<file path="config.mk">
export PLATFORM = sky130hd
export DESIGN_NAME = srp_ram
export DESIGN_NICKNAME = d
export VERILOG_FILES = /design/src/rtl/core/srp_ram.sv
export SDC_FILE = /design/constraint.sdc
export NUM_CORES = 1
export LEC_CHECK = 0
export BUFFER_PORTS_ARGS = -buffer_cell sky130_fd_sc_hd__buf_2
export CAP_MARGIN = 10
export CORE_MARGIN = 3
export CORE_UTILIZATION = 57
export CTS_BUF_LIST = sky130_fd_sc_hd__clkbuf_8
export DETAILED_ROUTE_END_ITERATION = 12
export MAX_ROUTING_LAYER = met4
export PLACE_DENSITY = 0.74
export SLEW_MARGIN = 10
export SYNTH_ARGS = -nofsm -noshare
export SYNTH_HDL_FRONTEND = slang
export SYNTH_SLANG_ARGS = --single-unit
</file>
<file path="constraint.sdc">
create_clock -name clk -period 1.75 [get_ports clk]
set_clock_uncertainty 0.2 [all_clocks]
set_input_delay 0.0875 -clock clk [delete_from_list [all_inputs] [get_ports clk]]
set_output_delay 0.0875 -clock clk [all_outputs]
set_load 0.02 [all_outputs]
</file>
<file path="src/rtl/core/srp_ram.sv">
module srp_ram #(
    parameter int WIDTH = 8,
    parameter int DEPTH = 16
) (
    input  logic                     clk,
    input  logic                     we,
    input  logic [$clog2(DEPTH)-1:0] waddr,
    input  logic [WIDTH-1:0]         wdata,
    input  logic [$clog2(DEPTH)-1:0] raddr,
    output logic [WIDTH-1:0]         rdata
);

    logic [WIDTH-1:0] mem [DEPTH];

    always_ff @(posedge clk)
    begin
        if (we)
        begin
            mem[waddr] <= wdata;
        end
        rdata <= mem[raddr];
    end

endmodule

</file>
==> out/results.ini <==
[run_status]
status = finished, final reports clean

[global_routing]
grt_max_degree = 22
grt.overflow.total = 0
grtUsageTotal_pct = 21.8
grt_first_pass_wirelength_um = 14900
antenna_found_initial = 0
grt_pass1_vias = 2599

[floorplan]
die_area_mm2 = 0.0102
start_util_pct = 58.7
chipWidth_um = 101
num_rows = 34
core-area_mm2 = 0.00876
die_y_um = 101
io_pins = 26

[finish]
area_growth_pct = 16.8
final_cell_mix = 128 x edfxtp_1, 25 x buf_2, 21 x buf_4
drive_above_1_share_pct = 31.7
layout_commonest_cell = edfxtp_1
antenna_cells = 0
nets = 317

[place]
gp_congestion = 0.778
hpwl_um = 6050
port_buffers = 25
place_ws_ps = -56.2

[synth]
synth_seq_cells = 136
yosysWarnings = 0
synth.mux.area_fraction_pct = 15.0
synth_edf_count = 128
synth_fa_ha_area_share_pct = 0
synth_area_mm2 = 0.00515
synth_cell_types = 19
synth_top_area_share_pct = 74.7
yosys-top-cells-area = edfxtp_1 75%, mux4_2 7.9%, mux4_1 7.1%, dfxtp_1 3.1%, a22oi_1 2.3%
synthArstFlopShare_pct = 0
yosys.area_share.simple_pct = 3.18
synth_nets = 247
synth_ff_type = edfxtp_1
synth-xor-area-share_pct = 0
yosysSeqAreaShare_pct = 77.8
synth_area_per_cell_um2 = 22.5
synth_compound_area_share_pct = 2.33
postSynthCellCount = 229
synth_top_family_by_area = multiplexers
yosysTopAreaCell = edfxtp_1

[routing]
wirelength_um = 9680
highest_layer = met4
drc_errors = 0
drtIter0Drc = 256
drt-met1-wl_um = 4130
first_pass_iters = 6
vias = 2543
dr_wl_met2_um = 4740
ant_nets = 0
via_per_inst = 6.05
wire_per_inst_um = 23.1
wl_met3_um = 714

[pwr]
leakagePower_nw = 2.06
vdd_drop_max_mv = 0.638
finalPower_mw = 6.30
powerDensity_mw_per_mm2 = 1050

[setup_path]
arrival_ps = 1640
cp-end-kind = flop
timing_worst_setup_path_type = primary input to flop
required_ps = 1670
cp_max_fo = 8
cp-start-kind = primary input
critPathMaxStageDelay_ps = 530
crit_chain = dlygate4sd3_1 > buf_2 > or3b_2 > nor3_2 > buf_4
crit_slowest_cell = dlygate4sd3_1

[clock_tree]
clock_latency_ps = 420
htree_levels = 4
cts_tree = built
cts_resized = 0
clk_pin_slew_worst_paths_ps = 80
clk_path_buf_depth = 2
cts-root-buf = clkbuf_8
cts_buffers = 17
cts_post_setup_buffers_inserted = 0
clock-sinks = 136

[timing]
max_slew_margin_pct = 44.5
setup_violations = 0
rsz0062_at_grt = no
period_needed_ps = 1720
hold_violations = 0
finalCritPeriodShare_pct = 98.6
tns_ps = 0
layout_setup_ws_ps = 25.3
slew_viol_final = 0
tightest_slew_ps = 829
fmax_mhz = 580

[job]
max-cap-violations = 0

[hold_path]
hp-class = primary input to flop

final timing paths:
check | startpoint | to | slack [ps] | cells past startpoint
worst min register to register | mem[12][7]$_DFFE_PP_ | rdata[7]$_DFF_P_ | 480 | 3
worst max register to register | mem[2][5]$_DFFE_PP_ | rdata[5]$_DFF_P_ | 70 | 3
worst max-delay path | waddr[2] | mem[0][1]$_DFFE_PP_ | 30 | 5
worst min-delay path | raddr[0] | rdata[4]$_DFF_P_ | 30 | 4
routing by layer:
metal / global-route usage [%] / vias up
met3: 6.23 / 13
li1: - / 1112
met5: - / -
met4: 6.85 / 0
met2: 31.2 / 125
met1: 31.0 / 1293
cells in the mapped netlist, drive strengths merged, types with 2 or more instances:
master	number
a22oi	16
dfxtp	8
buf	7
nand2	9
nand2b	2
nand3b	2
nor2	13
edfxtp	128
nor3	4
mux4	32
clkdlybuf4s25	3
per-stage QoR:
step,hold WS [ps],utilization [%],std cells,cell area (um2)
after floorplan,-13.6,-,229,5150
after global placement,271,63.3,376,5540
after detailed placement,283,63.3,376,5540
after CTS,9.06,68.6,420,6010
after global routing,34.7,68.6,420,6010
final,34.9,68.6,420,6010
worst max-delay path, delay by kind of cell:
kind	cells	cell delay [ps]
buf+inv	3	890
simple gates	2	650
area by class of cell:
cell class | count | area, um2
fill | 547 | 2750
sequential | 136 | 4000
clock inverter | 15 | 115
clock buffer | 17 | 234
tap | 108 | 135
multi-input combinational | 83 | 1060
timing repair buffer | 61 | 463
state kept, by name, summed over array words and instances, names as in the netlist:
name and cells:
mem 128, rdata 8
logic make-up (layout without fill, tap and decap cells):
| logic type | after synthesis | after routing |
|---|---|---|
| buffers and inverters | 10 | 93 |
| multiplexers | 32 | 32 |
| flip-flops | 136 | 136 |
| AND/OR/NAND/NOR | 35 | 35 |
| AO/OA/AOI/OAI | 16 | 16 |
where the power goes:
| part | total [mW] | switching, mW | internal (mW) |
|---|---|---|---|
| registers | 3.65 | 0.0181 | 3.64 |
| logic | 0.391 | 0.218 | 0.174 |
| clock network | 2.25 | 1.16 | 1.10 |
| total | 6.30 | 1.39 | 4.91 |
timing repair:
action,CTS,global route
setup endpoints to repair,0,0
endpoints found under the hold margin,132,0
hold buffers,12,0
Power figures use the tool's default switching activity.
